`src/rtl/core/miller_rabin_witness_test_top_defines.svh`:
```
// Assertion macros used by the top-level file to check the block.
`ifndef MILLER_RABIN_WITNESS_TEST_TOP_DEFINES_SVH
`define MILLER_RABIN_WITNESS_TEST_TOP_DEFINES_SVH

// The consequent must hold in the cycle after the antecedent.
`define MRW_ASSERT_NEXT(lbl, ante, cons) \
	lbl: assert property (@(posedge clk) disable iff (!arst_n) (ante) |=> (cons)) \
		else $error("next-cycle check failed");

// The consequent must hold in the same cycle as the antecedent.
`define MRW_ASSERT_NOW(lbl, ante, cons) \
	lbl: assert property (@(posedge clk) disable iff (!arst_n) (ante) |-> (cons)) \
		else $error("same-cycle check failed");

`endif

```
`src/rtl/core/mrw_pkg.sv`:
```
package mrw_pkg;

	// Datapath operations issued by the controller.
	localparam logic [2:0] OP_NONE  = 3'd0;
	localparam logic [2:0] OP_LOAD  = 3'd1;
	localparam logic [2:0] OP_SPLIT = 3'd2;
	localparam logic [2:0] OP_RED   = 3'd3;
	localparam logic [2:0] OP_MACC  = 3'd4;
	localparam logic [2:0] OP_MSQB  = 3'd5;
	localparam logic [2:0] OP_MSQX  = 3'd6;

	// Where a finished modular product is written.
	localparam logic DEST_B   = 1'b0;
	localparam logic DEST_ACC = 1'b1;

	typedef struct packed {
		logic [2:0] op;
	} cmd_t;

	typedef struct packed {
		logic n_is_two;
		logic n_is_one;
		logic n_even;
		logic d_odd;
		logic e_zero;
		logic e_lsb;
		logic mul_done;
		logic acc_is_one;
		logic prev_is_nm1;
		logic k_lt_s;
	} sts_t;

endpackage

```
`src/rtl/core/mrw_mulmod.sv`:
```
module mrw_mulmod #(
	parameter int W = 32
) (
	input  logic         clk,
	input  logic         arst_n,
	input  logic         start,
	input  logic [W-1:0] x,
	input  logic [W-1:0] y,
	input  logic [W-1:0] n,
	output logic         done,
	output logic [W-1:0] r
);

	localparam int CW = $clog2(W + 1);

	logic [W-1:0]  x_q, y_q, r_q;
	logic [CW-1:0] cnt_q;
	logic          busy_q, done_q;
	logic [W:0]    r2, r2m, t, tm;

	// One multiplier bit per cycle, most significant first: r = 2r + bit*x, kept below n.
	always_comb begin
		r2  = {r_q, 1'b0};
		r2m = (r2 >= {1'b0, n}) ? r2 - {1'b0, n} : r2;
		t   = r2m + (y_q[W-1] ? {1'b0, x_q} : {(W+1){1'b0}});
		tm  = (t >= {1'b0, n}) ? t - {1'b0, n} : t;
	end

	always_ff @(posedge clk or negedge arst_n) begin
		if (!arst_n) begin
			busy_q <= 1'b0;
			done_q <= 1'b0;
			cnt_q  <= '0;
		end else begin
			done_q <= 1'b0;
			if (start) begin
				busy_q <= 1'b1;
				cnt_q  <= CW'(W);
			end else if (busy_q) begin
				cnt_q <= cnt_q - 1'b1;
				if (cnt_q == CW'(1)) begin
					busy_q <= 1'b0;
					done_q <= 1'b1;
				end
			end
		end
	end

	always_ff @(posedge clk) begin
		if (start) begin
			x_q <= x;
			y_q <= y;
			r_q <= '0;
		end else if (busy_q) begin
			r_q <= tm[W-1:0];
			y_q <= {y_q[W-2:0], 1'b0};
		end
	end

	assign done = done_q;
	assign r    = r_q;

endmodule

```
`src/rtl/core/mrw_datapath.sv`:
```
module mrw_datapath #(
	parameter int W = 32
) (
	input  logic                clk,
	input  logic                arst_n,
	input  mrw_pkg::cmd_t       cmd,
	input  logic [W-1:0]        candidate,
	input  logic [W-1:0]        witness,
	output mrw_pkg::sts_t       sts
);

	localparam int SW = $clog2(W);

	logic [W-1:0]  n_q, a_q, e_q, b_q, acc_q, prev_q;
	logic [SW-1:0] s_q, k_q;
	logic          dest_q;
	logic          mul_start, mul_done;
	logic [W-1:0]  mul_x, mul_y, mul_r;

	always_comb begin
		mul_start = 1'b0;
		mul_x     = b_q;
		mul_y     = b_q;
		unique case (cmd.op)
			mrw_pkg::OP_RED: begin
				mul_start = 1'b1;
				mul_x     = W'(1);
				mul_y     = a_q;
			end
			mrw_pkg::OP_MACC: begin
				mul_start = 1'b1;
				mul_x     = acc_q;
				mul_y     = b_q;
			end
			mrw_pkg::OP_MSQB: begin
				mul_start = 1'b1;
			end
			mrw_pkg::OP_MSQX: begin
				mul_start = 1'b1;
				mul_x     = acc_q;
				mul_y     = acc_q;
			end
			default: begin
				mul_start = 1'b0;
			end
		endcase
	end

	mrw_mulmod #(.W(W)) u_mulmod (
		.clk    (clk),
		.arst_n (arst_n),
		.start  (mul_start),
		.x      (mul_x),
		.y      (mul_y),
		.n      (n_q),
		.done   (mul_done),
		.r      (mul_r)
	);

	always_ff @(posedge clk) begin
		if (mul_done) begin
			if (dest_q == mrw_pkg::DEST_ACC) begin
				acc_q <= mul_r;
			end else begin
				b_q <= mul_r;
			end
		end
		unique case (cmd.op)
			mrw_pkg::OP_LOAD: begin
				n_q   <= candidate;
				a_q   <= witness;
				e_q   <= candidate - W'(1);
				s_q   <= '0;
				k_q   <= '0;
				acc_q <= W'(1);
			end
			mrw_pkg::OP_SPLIT: begin
				e_q <= {1'b0, e_q[W-1:1]};
				s_q <= s_q + 1'b1;
			end
			mrw_pkg::OP_RED: begin
				dest_q <= mrw_pkg::DEST_B;
			end
			mrw_pkg::OP_MACC: begin
				dest_q <= mrw_pkg::DEST_ACC;
			end
			mrw_pkg::OP_MSQB: begin
				dest_q <= mrw_pkg::DEST_B;
				e_q    <= {1'b0, e_q[W-1:1]};
			end
			mrw_pkg::OP_MSQX: begin
				dest_q <= mrw_pkg::DEST_ACC;
				prev_q <= acc_q;
				k_q    <= k_q + 1'b1;
			end
			default: begin
			end
		endcase
	end

	always_comb begin
		sts.n_is_two    = (n_q == W'(2));
		sts.n_is_one    = (n_q == W'(1));
		sts.n_even      = ~n_q[0];
		sts.d_odd       = e_q[0];
		sts.e_zero      = (e_q == '0);
		sts.e_lsb       = e_q[0];
		sts.mul_done    = mul_done;
		sts.acc_is_one  = (acc_q == W'(1));
		sts.prev_is_nm1 = (prev_q == n_q - W'(1));
		sts.k_lt_s      = (k_q < s_q);
	end

endmodule

```
`src/rtl/core/mrw_ctrl.sv`:
```
module mrw_ctrl (
	input  logic          clk,
	input  logic          arst_n,
	input  logic          in_valid,
	output logic          in_stall,
	output logic          out_valid,
	input  logic          out_stall,
	output logic          probable_prime,
	input  mrw_pkg::sts_t sts,
	output mrw_pkg::cmd_t cmd
);

	localparam logic [3:0] S_IDLE  = 4'd0;
	localparam logic [3:0] S_CLASS = 4'd1;
	localparam logic [3:0] S_SPLIT = 4'd2;
	localparam logic [3:0] S_RWAIT = 4'd3;
	localparam logic [3:0] S_PWR   = 4'd4;
	localparam logic [3:0] S_MWAIT = 4'd5;
	localparam logic [3:0] S_SWAIT = 4'd6;
	localparam logic [3:0] S_CHK   = 4'd7;
	localparam logic [3:0] S_SQ    = 4'd8;
	localparam logic [3:0] S_QWAIT = 4'd9;
	localparam logic [3:0] S_QCHK  = 4'd10;
	localparam logic [3:0] S_FIN   = 4'd11;

	logic [3:0] state_q, state_d;
	logic       res_q, res_d;
	logic       ov_q, pp_q;
	logic       slot_free;

	assign in_stall  = (state_q != S_IDLE);
	assign slot_free = !ov_q || !out_stall;

	always_comb begin
		state_d = state_q;
		res_d   = res_q;
		cmd.op  = mrw_pkg::OP_NONE;
		unique case (state_q)
			S_IDLE: begin
				if (in_valid) begin
					cmd.op  = mrw_pkg::OP_LOAD;
					state_d = S_CLASS;
				end
			end
			S_CLASS: begin
				if (sts.n_is_two) begin
					res_d   = 1'b1;
					state_d = S_FIN;
				end else if (sts.n_even || sts.n_is_one) begin
					res_d   = 1'b0;
					state_d = S_FIN;
				end else begin
					state_d = S_SPLIT;
				end
			end
			S_SPLIT: begin
				if (sts.d_odd) begin
					cmd.op  = mrw_pkg::OP_RED;
					state_d = S_RWAIT;
				end else begin
					cmd.op = mrw_pkg::OP_SPLIT;
				end
			end
			S_RWAIT: begin
				if (sts.mul_done) begin
					state_d = S_PWR;
				end
			end
			S_PWR: begin
				if (sts.e_zero) begin
					state_d = S_CHK;
				end else if (sts.e_lsb) begin
					cmd.op  = mrw_pkg::OP_MACC;
					state_d = S_MWAIT;
				end else begin
					cmd.op  = mrw_pkg::OP_MSQB;
					state_d = S_SWAIT;
				end
			end
			S_MWAIT: begin
				if (sts.mul_done) begin
					cmd.op  = mrw_pkg::OP_MSQB;
					state_d = S_SWAIT;
				end
			end
			S_SWAIT: begin
				if (sts.mul_done) begin
					state_d = S_PWR;
				end
			end
			S_CHK: begin
				if (sts.acc_is_one) begin
					res_d   = 1'b1;
					state_d = S_FIN;
				end else begin
					state_d = S_SQ;
				end
			end
			S_SQ: begin
				if (sts.k_lt_s) begin
					cmd.op  = mrw_pkg::OP_MSQX;
					state_d = S_QWAIT;
				end else begin
					res_d   = sts.acc_is_one && sts.prev_is_nm1;
					state_d = S_FIN;
				end
			end
			S_QWAIT: begin
				if (sts.mul_done) begin
					state_d = S_QCHK;
				end
			end
			S_QCHK: begin
				if (sts.acc_is_one) begin
					res_d   = sts.prev_is_nm1;
					state_d = S_FIN;
				end else begin
					state_d = S_SQ;
				end
			end
			S_FIN: begin
				if (slot_free) begin
					state_d = S_IDLE;
				end
			end
			default: begin
				state_d = S_IDLE;
			end
		endcase
	end

	always_ff @(posedge clk or negedge arst_n) begin
		if (!arst_n) begin
			state_q <= S_IDLE;
			ov_q    <= 1'b0;
		end else begin
			state_q <= state_d;
			if (state_q == S_FIN && slot_free) begin
				ov_q <= 1'b1;
			end else if (!out_stall) begin
				ov_q <= 1'b0;
			end
		end
	end

	always_ff @(posedge clk) begin
		res_q <= res_d;
		if (state_q == S_FIN && slot_free) begin
			pp_q <= res_q;
		end
	end

	assign out_valid      = ov_q;
	assign probable_prime = pp_q;

endmodule

```
`src/rtl/core/miller_rabin_witness_test_top.sv`:
```
// A candidate of 0, 1, 2 or any even value is settled by classification alone; an odd
// candidate above 1 needs more time as s and the bit length of d grow, where candidate
// minus one is d * 2^s with d odd. Throughput: one word at a time, the next word is
// taken once the previous result sits in the output register.
// Reset: arst_n low clears the controller and the output valid at once; no clearing pass.
`include "miller_rabin_witness_test_top_defines.svh"

module miller_rabin_witness_test_top #(
	parameter int NUM_WIDTH = 32
) (
	input  logic                 clk,
	input  logic                 arst_n,
	input  logic                 in_valid,
	output logic                 in_stall,
	input  logic [NUM_WIDTH-1:0] candidate,
	input  logic [NUM_WIDTH-1:0] witness,
	output logic                 out_valid,
	input  logic                 out_stall,
	output logic                 probable_prime
);

	// The controller sequences the round: it classifies the candidate, strips the
	// trailing zeros of n-1 one bit per cycle, reduces the witness, runs the
	// square-and-multiply power and then the squaring chain. The datapath holds the
	// operands and a single shared modular multiplier that consumes one multiplier
	// bit per cycle; every modular product passes through that unit, which sets the
	// rate of the whole block.
	mrw_pkg::cmd_t cmd;
	mrw_pkg::sts_t sts;

	mrw_ctrl u_ctrl (
		.clk            (clk),
		.arst_n         (arst_n),
		.in_valid       (in_valid),
		.in_stall       (in_stall),
		.out_valid      (out_valid),
		.out_stall      (out_stall),
		.probable_prime (probable_prime),
		.sts            (sts),
		.cmd            (cmd)
	);

	// The datapath captures the input word when the controller issues its load.
	mrw_datapath #(.W(NUM_WIDTH)) u_datapath (
		.clk       (clk),
		.arst_n    (arst_n),
		.cmd       (cmd),
		.candidate (candidate),
		.witness   (witness),
		.sts       (sts)
	);

	// An accepted word always keeps the block busy in the following cycle.
	`MRW_ASSERT_NEXT(a_busy_after_accept, in_valid && !in_stall, in_stall)
	// A fresh result only appears after the block has been working on a word.
	`MRW_ASSERT_NOW(a_result_from_work, $rose(out_valid), $past(in_stall))
	// The multiplier never reports completion while the controller is idle.
	`MRW_ASSERT_NOW(a_no_stray_product, sts.mul_done, in_stall)

endmodule
```
`config.mk`:
```
export PLATFORM = sky130hd
export DESIGN_NAME = miller_rabin_witness_test_top
export DESIGN_NICKNAME = d
export VERILOG_FILES = /design/src/rtl/core/mrw_pkg.sv /design/src/rtl/core/mrw_mulmod.sv /design/src/rtl/core/mrw_datapath.sv /design/src/rtl/core/mrw_ctrl.sv /design/src/rtl/core/miller_rabin_witness_test_top.sv
export VERILOG_INCLUDE_DIRS = /design/src /design/src/rtl/core
export SDC_FILE = /design/constraint.sdc
export NUM_CORES = 1
export LEC_CHECK = 0
export BUFFER_PORTS_ARGS = -buffer_cell sky130_fd_sc_hd__buf_2
export CAP_MARGIN = 0
export CORE_MARGIN = 4
export CORE_UTILIZATION = 44
export DETAILED_ROUTE_END_ITERATION = 16
export PLACE_DENSITY = 0.67
export SYNTH_ARGS = -nofsm -noshare
export SYNTH_HDL_FRONTEND = slang
export SYNTH_HIERARCHICAL = 1
export SYNTH_SLANG_ARGS = --single-unit
```
`constraint.sdc`:
```
create_clock -name clk -period 8.7 [get_ports clk]
set_input_delay 0.87 -clock clk [delete_from_list [all_inputs] [get_ports clk]]
set_output_delay 0.87 -clock clk [all_outputs]
set_load 0.01 [all_outputs]
```
==> results_dict.tcl, run 1 <==
set metrics [dict create \
    cts_buffer_depth 3 \
    setup_viol 0 \
    synth-seq-cells 314 \
    max_stage_delay_ns 0.52 \
    die_area_um2 49400 \
    io_pins 71 \
    gp_congestion 1.02 \
    final_common_cell "nand2_1" \
    syn_area_per_cell_um2 9.36 \
    ys_types 95 \
    wl_mm 63.8 \
    viasPerCell 6.12 \
    hold_viol 0 \
    wl_met1_mm 26.6 \
    insertion_delay_ns 0.54 \
    multi_input_area_um2 10800 \
    path_common_cell "a21oi_1" \
    timing.rr.start "u_datapath/n_q[28]" \
    yosysWarnings 6 \
    period_share_pct 95.3 \
    layout_common_cells "nand2_1 (339), edfxtp_1 (237), o21ai_0 (154), nor2_1 (131), a21oi_1 (124)" \
    met2_wirelength_mm 29.2 \
    dp_hpwl_mm 46.8 \
    route.detailed.drc 0 \
    placed_cells 2765 \
    synth_edf_count 237 \
    cts_made_buffers 36 \
    grt-ovfl-total 0 \
    syn_nets 2335 \
    tritoncts "done" \
    ctsRootBufferMaster "clkbuf_16" \
    report.final.slew_viol_count 0 \
    crit_path_start_kind "flip-flop" \
    routedWlPerCell_um 22.5 \
    drtIter0Drc 1829 \
    period_needed_ns 8.29 \
    r2r_cells 31 \
    clk_pin_slew_worst_paths_ns 0.06 \
    synthCells 2156 \
    r2r_slack_ns 0.41 \
    reg2reg_to "u_datapath/u_mulmod/r[29]" \
    cpMaxStageDelayCell "edfxtp_1" \
    detail-route-antenna-nets 0 \
    max_freq_mhz 121 \
    area_delta_synth_final_pct 11.0 \
    rows 78 \
    antenna_found_initial 0 \
    hp-class "input pin to asynchronous set/reset pin" \
    cp-end-kind "flip-flop" \
    core_um2 45400 \
    critPathRequiredTime_ns 9.09 \
    grt_use_total_pct 24.5 \
    synthFlopType "edfxtp_1" \
    num_vias 17300 \
    maxUsedRoutingLayer "met4" \
    grt_max_degree 68 \
    num_antenna_cells 0 \
    criticalPathCategory "flip-flop to flip-flop" \
    first_global_vias 16400 \
    cp.arrival_ns 8.69 \
    drtPass1Iterations 9 \
    fin_skew_ns 0.0201 \
    syn-cell-area_um2 20200 \
    clock_sinks 314 \
    die_w_um 222 \
    synthArstFlopShare_pct 4.14 \
    dieHeight_um 222 \
    max_slew_margin_pct 37.2 \
    drive_above_1_share_pct 10.9 \
    worst_pin_slew_ns 0.942 \
    n_fill_cell 4191 \
    start_util_pct 44.5 \
    htree_levels 2 \
    grt_pass1_wl_mm 96.0 \
    stdcell_count 2832 \
    status "finished, final reports clean" \
    ys_seq_area_share_pct 43.2 \
    port_buffers 70 \
    maxCapViolCount 0 \
    wl_met3_mm 4.96 \
    seq_area_um2 8720 \
    fin_nets 2385 \
    crit_fanout 25 \
]
worst max-delay path by stage:
stage | from | end | slack, ns | cells past startpoint
global placement | u_datapath/n_q[28] | u_datapath/u_mulmod/r[14] | 0.55 | 28
CTS | u_datapath/n_q[28] | u_datapath/u_mulmod/r[14] | 0.32 | 27
detailed placement | u_datapath/n_q[28] | u_datapath/u_mulmod/r[11] | 0.35 | 27
floorplan | u_datapath/n_q[15] | u_datapath/u_mulmod/r[26] | 1.74 | 29
global route | u_datapath/n_q[28] | u_datapath/u_mulmod/r[29] | -0.01 | 31
finish | u_datapath/n_q[28] | u_datapath/u_mulmod/r[29] | 0.41 | 31
synth_stat cells (22+ instances only):
library cell	number	share of area [%]
dfxtp_1	64	6.3
inv_1	84	1.6
nor3_1	48	1.2
a21o_1	57	2.1
nor2_1	133	2.5
xor2_1	53	2.3
ha_1	108	6.7
clkbuf_1	71	1.3
a211oi_1	41	1.5
a22oi_1	32	1.2
a21oi_1	125	3.1
nand4_1	25	0.77
and2_1	44	1.4
nand2b_1	22	0.68
edfxtp_1	237	35
nand3_1	38	0.94
xnor2_1	102	4.4
nand2_1	340	6.3
mux2_2	37	2.1
o21ai_0	155	3.8
nor4_1	43	1.3
flip-flops by register name, indices dropped and copies added, names as in the netlist:
signal / count
u_datapath/a_q: 32
u_datapath/acc_q: 32
u_datapath/b_q: 32
u_datapath/e_q: 32
u_datapath/n_q: 32
u_datapath/prev_q: 32
u_datapath/u_mulmod/r: 32
u_datapath/u_mulmod/x_q: 32
u_datapath/u_mulmod/y_q: 32
u_datapath/u_mulmod/cnt_q: 6
u_datapath/k_q: 5
u_datapath/s_q: 5
u_ctrl/state_q: 4
u_ctrl/out_valid: 1
u_ctrl/probable_prime: 1
u_ctrl/res_q: 1
u_datapath/dest_q: 1
u_datapath/u_mulmod/busy_q: 1
u_datapath/u_mulmod/done: 1
stage by stage:
step	util (%)	setup WS (ns)	TNS [ns]	hold slack [ns]	area, µm²
3_3_place_gp	46.6	0.552	0	0.458	21200
5_1_grt	49.4	-0.0103	-0.0103	0.225	22400
6_report	49.4	0.405	0	0.219	22400
4_1_cts	49.3	0.320	0	0.218	22400
3_5_place_dp	46.6	0.348	0	0.440	21200
2_1_floorplan	-	1.74	0	0.400	20200
cell families (layout without fill, tap and decap cells):
kind of cell | after synthesis | in the layout | share of synthesized area, %
AO/OA/AOI/OAI | 566 | 566 | 18.4
XOR/XNOR | 155 | 155 | 6.73
AND/OR/NAND/NOR | 789 | 790 | 18.6
adder cells (fa/ha/maj) | 111 | 111 | 6.99
flip-flops | 314 | 314 | 43.2
multiplexers | 42 | 42 | 2.31
buffers and inverters | 179 | 254 | 3.75
per-layer routing:
metal | track usage [%] | up-vias
met4 | 9.84 | 0
li1 | - | 8034
met2 | 39.7 | 819
met3 | 4.10 | 140
met1 | 33.0 | 8334
met5 | 0 | -
critical path: cells and delay by family, from the launching register on:
family	cells	cell delay [ns]
buffers and inverters	5	1.15
XOR/XNOR	1	0.22
flip-flops	1	0.52
adder cells (fa/ha/maj)	3	1.17
AO/OA/AOI/OAI	20	4.62
AND/OR/NAND/NOR	2	0.45
what timing repair did:
action	CTS	global route
hold buffers	0	0
gates resized for setup	0	4
buffers inserted	0	2
setup endpoints to repair	0	17
final cells by class:
class                   count  share of cell area (%)
clock inverters            17                   0.905
flip-flops and latches    314                    38.9
well taps                 600                    3.35
clock buffers              47                    4.53
repair buffers            104                    2.76
inverters                  86                    1.45
multi-input cells        1664                    48.1
Power of run 1 is left out: the tool's default activity adds up to more than one toggle a clock period on the data nets, which glitch-free logic cannot reach.
==> run 2, diff against run 1 <==
- SYNTH_HIERARCHICAL: 1 -> default
==> run 2 against run 1 <==
Net effect: critical path depth is 4 lower; via count is 6.2% lower; clock skew is 0.0034 ns higher; maximum frequency is 3.8% higher; largest cell class unchanged; highest routed layer unchanged.
==> results_dict.tcl, run 2 <==
set metrics [dict create \
    die_area_um2 48200 \
    hp-class "input pin to asynchronous set/reset pin" \
    cp-end-kind "flip-flop" \
    report.final.slew_viol_count 0 \
    viasPerCell 5.90 \
    layout_common_cells "edfxtp_1 (237), nand2_1 (216), a21oi_1 (168), nor2_1 (154), o21ai_0 (145)" \
    yosys.area.top_type "edfxtp_1" \
    synth.most_common_cell "edfxtp_1" \
    cts_made_buffers 35 \
    insertion_delay_ns 0.54 \
    finalWorstSetupSlack_ns 0.712 \
    crit_path_start_kind "flip-flop" \
    period_needed_ns 7.99 \
    grt_max_degree 78 \
    drive_above_1_share_pct 8.68 \
    max_freq_mhz 125 \
    drtIter0Drc 1649 \
    antenna_found_initial 0 \
    synth_top_area_share_pct 36.2 \
    dp_hpwl_mm 42.1 \
    crit_fanout 24 \
    cts_setup_buffers 0 \
    ctsRootBufferMaster "clkbuf_16" \
    synth_common_cells "edfxtp_1 (237), nand2_1 (216), a21oi_1 (169), nor2_1 (156), o21ai_0 (146)" \
    synth-seq-cells 314 \
    ys_seq_area_share_pct 44.3 \
    rsz0062_at_grt "no" \
    tritoncts "done" \
    cts_buffer_depth 3 \
    syn_nets 2280 \
    worst_pin_slew_ns 1.10 \
    synth_edf_count 237 \
    synthArstFlopShare_pct 4.14 \
    first_global_vias 15300 \
    start_util_pct 44.5 \
    setup_viol 0 \
    syn-cell-area_um2 19700 \
    detail-route-antenna-nets 0 \
    synth.area.top_cells "edfxtp_1 (36%), ha_1 (6.9%), dfxtp_1 (6.5%)" \
    clock_sinks 314 \
    criticalPathCategory "flip-flop to flip-flop" \
    route.detailed.drc 0 \
    area_delta_synth_final_pct 10.8 \
    die_w_um 219 \
    final_common_cell "edfxtp_1" \
    critPathRequiredTime_ns 9.13 \
    drtPass1Iterations 6 \
    path_common_cell "ha_1" \
    port_buffers 70 \
    status "finished, final reports clean" \
    num_antenna_cells 0 \
    fin_nets 2317 \
    period_share_pct 91.8 \
    gp_congestion 0.934 \
    rows 77 \
    dieHeight_um 219 \
    cp.arrival_ns 8.42 \
    clk_pin_slew_worst_paths_ns 0.06 \
    io_pins 71 \
    grt-ovfl-total 0 \
    syn_area_per_cell_um2 9.36 \
    maxCapViolCount 0 \
    wl_mm 56.5 \
    dpl_worst_slack_ns 0.576 \
    num_vias 16300 \
    final_util_pct 49.3 \
    synthFlopType "edfxtp_1" \
    yosysWarnings 0 \
    ys_types 81 \
    cpLargestDelayFamily "simple AND/OR/NAND/NOR gates" \
    hold_viol 0 \
    core_um2 44200 \
    max_slew_margin_pct 26.8 \
    grt_pass1_wl_mm 87.4 \
    cpMaxStageDelayCell "or4_1" \
    routedWlPerCell_um 20.5 \
    grt_use_total_pct 23.1 \
    fin_skew_ns 0.0235 \
    path_buf_inv 3 \
    max_stage_delay_ns 0.49 \
    synthCells 2101 \
    finalSetupTns_ns 0 \
    htree_levels 2 \
]
-- run 2: changes by cell type in the layout (fill, tap and decap cells not counted), moves of 16 or more --
cell	before	now
a21oi_1	124	168
inv_1	83	109
a211oi_1	41	25
nand3_1	38	81
nand2_1	339	216
nor2_1	131	154
mux2i_1	5	26
a31oi_1	11	41
mux2_2	37	11
-- run 2: cells by family after synthesis --
| group | Yosys count | synth area share, % |
|---|---|---|
| compound gates | 577 | 18.1 |
| buf+inv | 200 | 3.89 |
| mux | 39 | 2.06 |
| flops | 314 | 44.3 |
| xor+xnor | 159 | 7.08 |
| fa+ha+maj | 111 | 7.17 |
| simple gates | 701 | 17.4 |
-- run 2: per-layer routing --
metal / track usage, % / vias to the layer above / routed length (µm)
met5: 0 / - / 0
met4: 7.37 / 0 / 1770
met3: 3.03 / 98 / 4120
met2: 34.5 / 624 / 24200
met1: 34.8 / 7761 / 26400
li1: - / 7770 / -
-- run 2: repair_timing --
item | CTS | global route
setup endpoints to repair | 0 | 7
hold buffers | 0 | 0
gates resized for setup | 0 | 2
-- run 2: layout make-up --
class / instances / area, µm²
sequential: 314 / 8720
timing repair buffer: 88 / 485
tap: 592 / 741
inverter: 112 / 422
fill: 4056 / 22400
clock inverter: 11 / 151
clock buffer: 53 / 1010
multi-input combinational: 1587 / 10300
-- run 2: path summary, 6_finish.rpt --
check	from	end	slack [ns]	depth (start not counted)
hold reg to reg	u_ctrl.res_q	u_ctrl.probable_prime	0.46	0
min in group clk	u_ctrl.res_q	u_ctrl.probable_prime	0.46	0
hold / removal	arst_n	u_datapath.u_mulmod.cnt_q[0]	0.21	1
max in group asynchronous	arst_n	u_datapath.u_mulmod.busy_q	8.25	1
setup / recovery	u_datapath.n_q[13]	u_datapath.u_mulmod.r[0]	0.71	27
setup reg to reg	u_datapath.n_q[13]	u_datapath.u_mulmod.r[0]	0.71	27
-- run 2: worst reg2reg max path, delay by kind of cell (launching register included) --
family                     cells  cell delay, ns
buffers and inverters          3            0.75
adders and majority gates      3            1.12
AOI/OAI and AO/OA              9            2.28
muxes                          2            0.58
xor gates and xnor gates       1            0.32
and+or+nand+nor                9            2.42
DFF                            1            0.41
-- run 2: per-stage QoR --
stage / hold WS [ns] / area [µm²] / instances
2_1_floorplan: 0.400 / 19700 / 2101
3_3_place_gp: 0.456 / 20600 / 2693
3_5_place_dp: 0.468 / 20600 / 2693
4_1_cts: 0.210 / 21800 / 2757
5_1_grt: 0.227 / 21800 / 2757
6_report: 0.208 / 21800 / 2757
Power of run 2 is left out for the same reason.
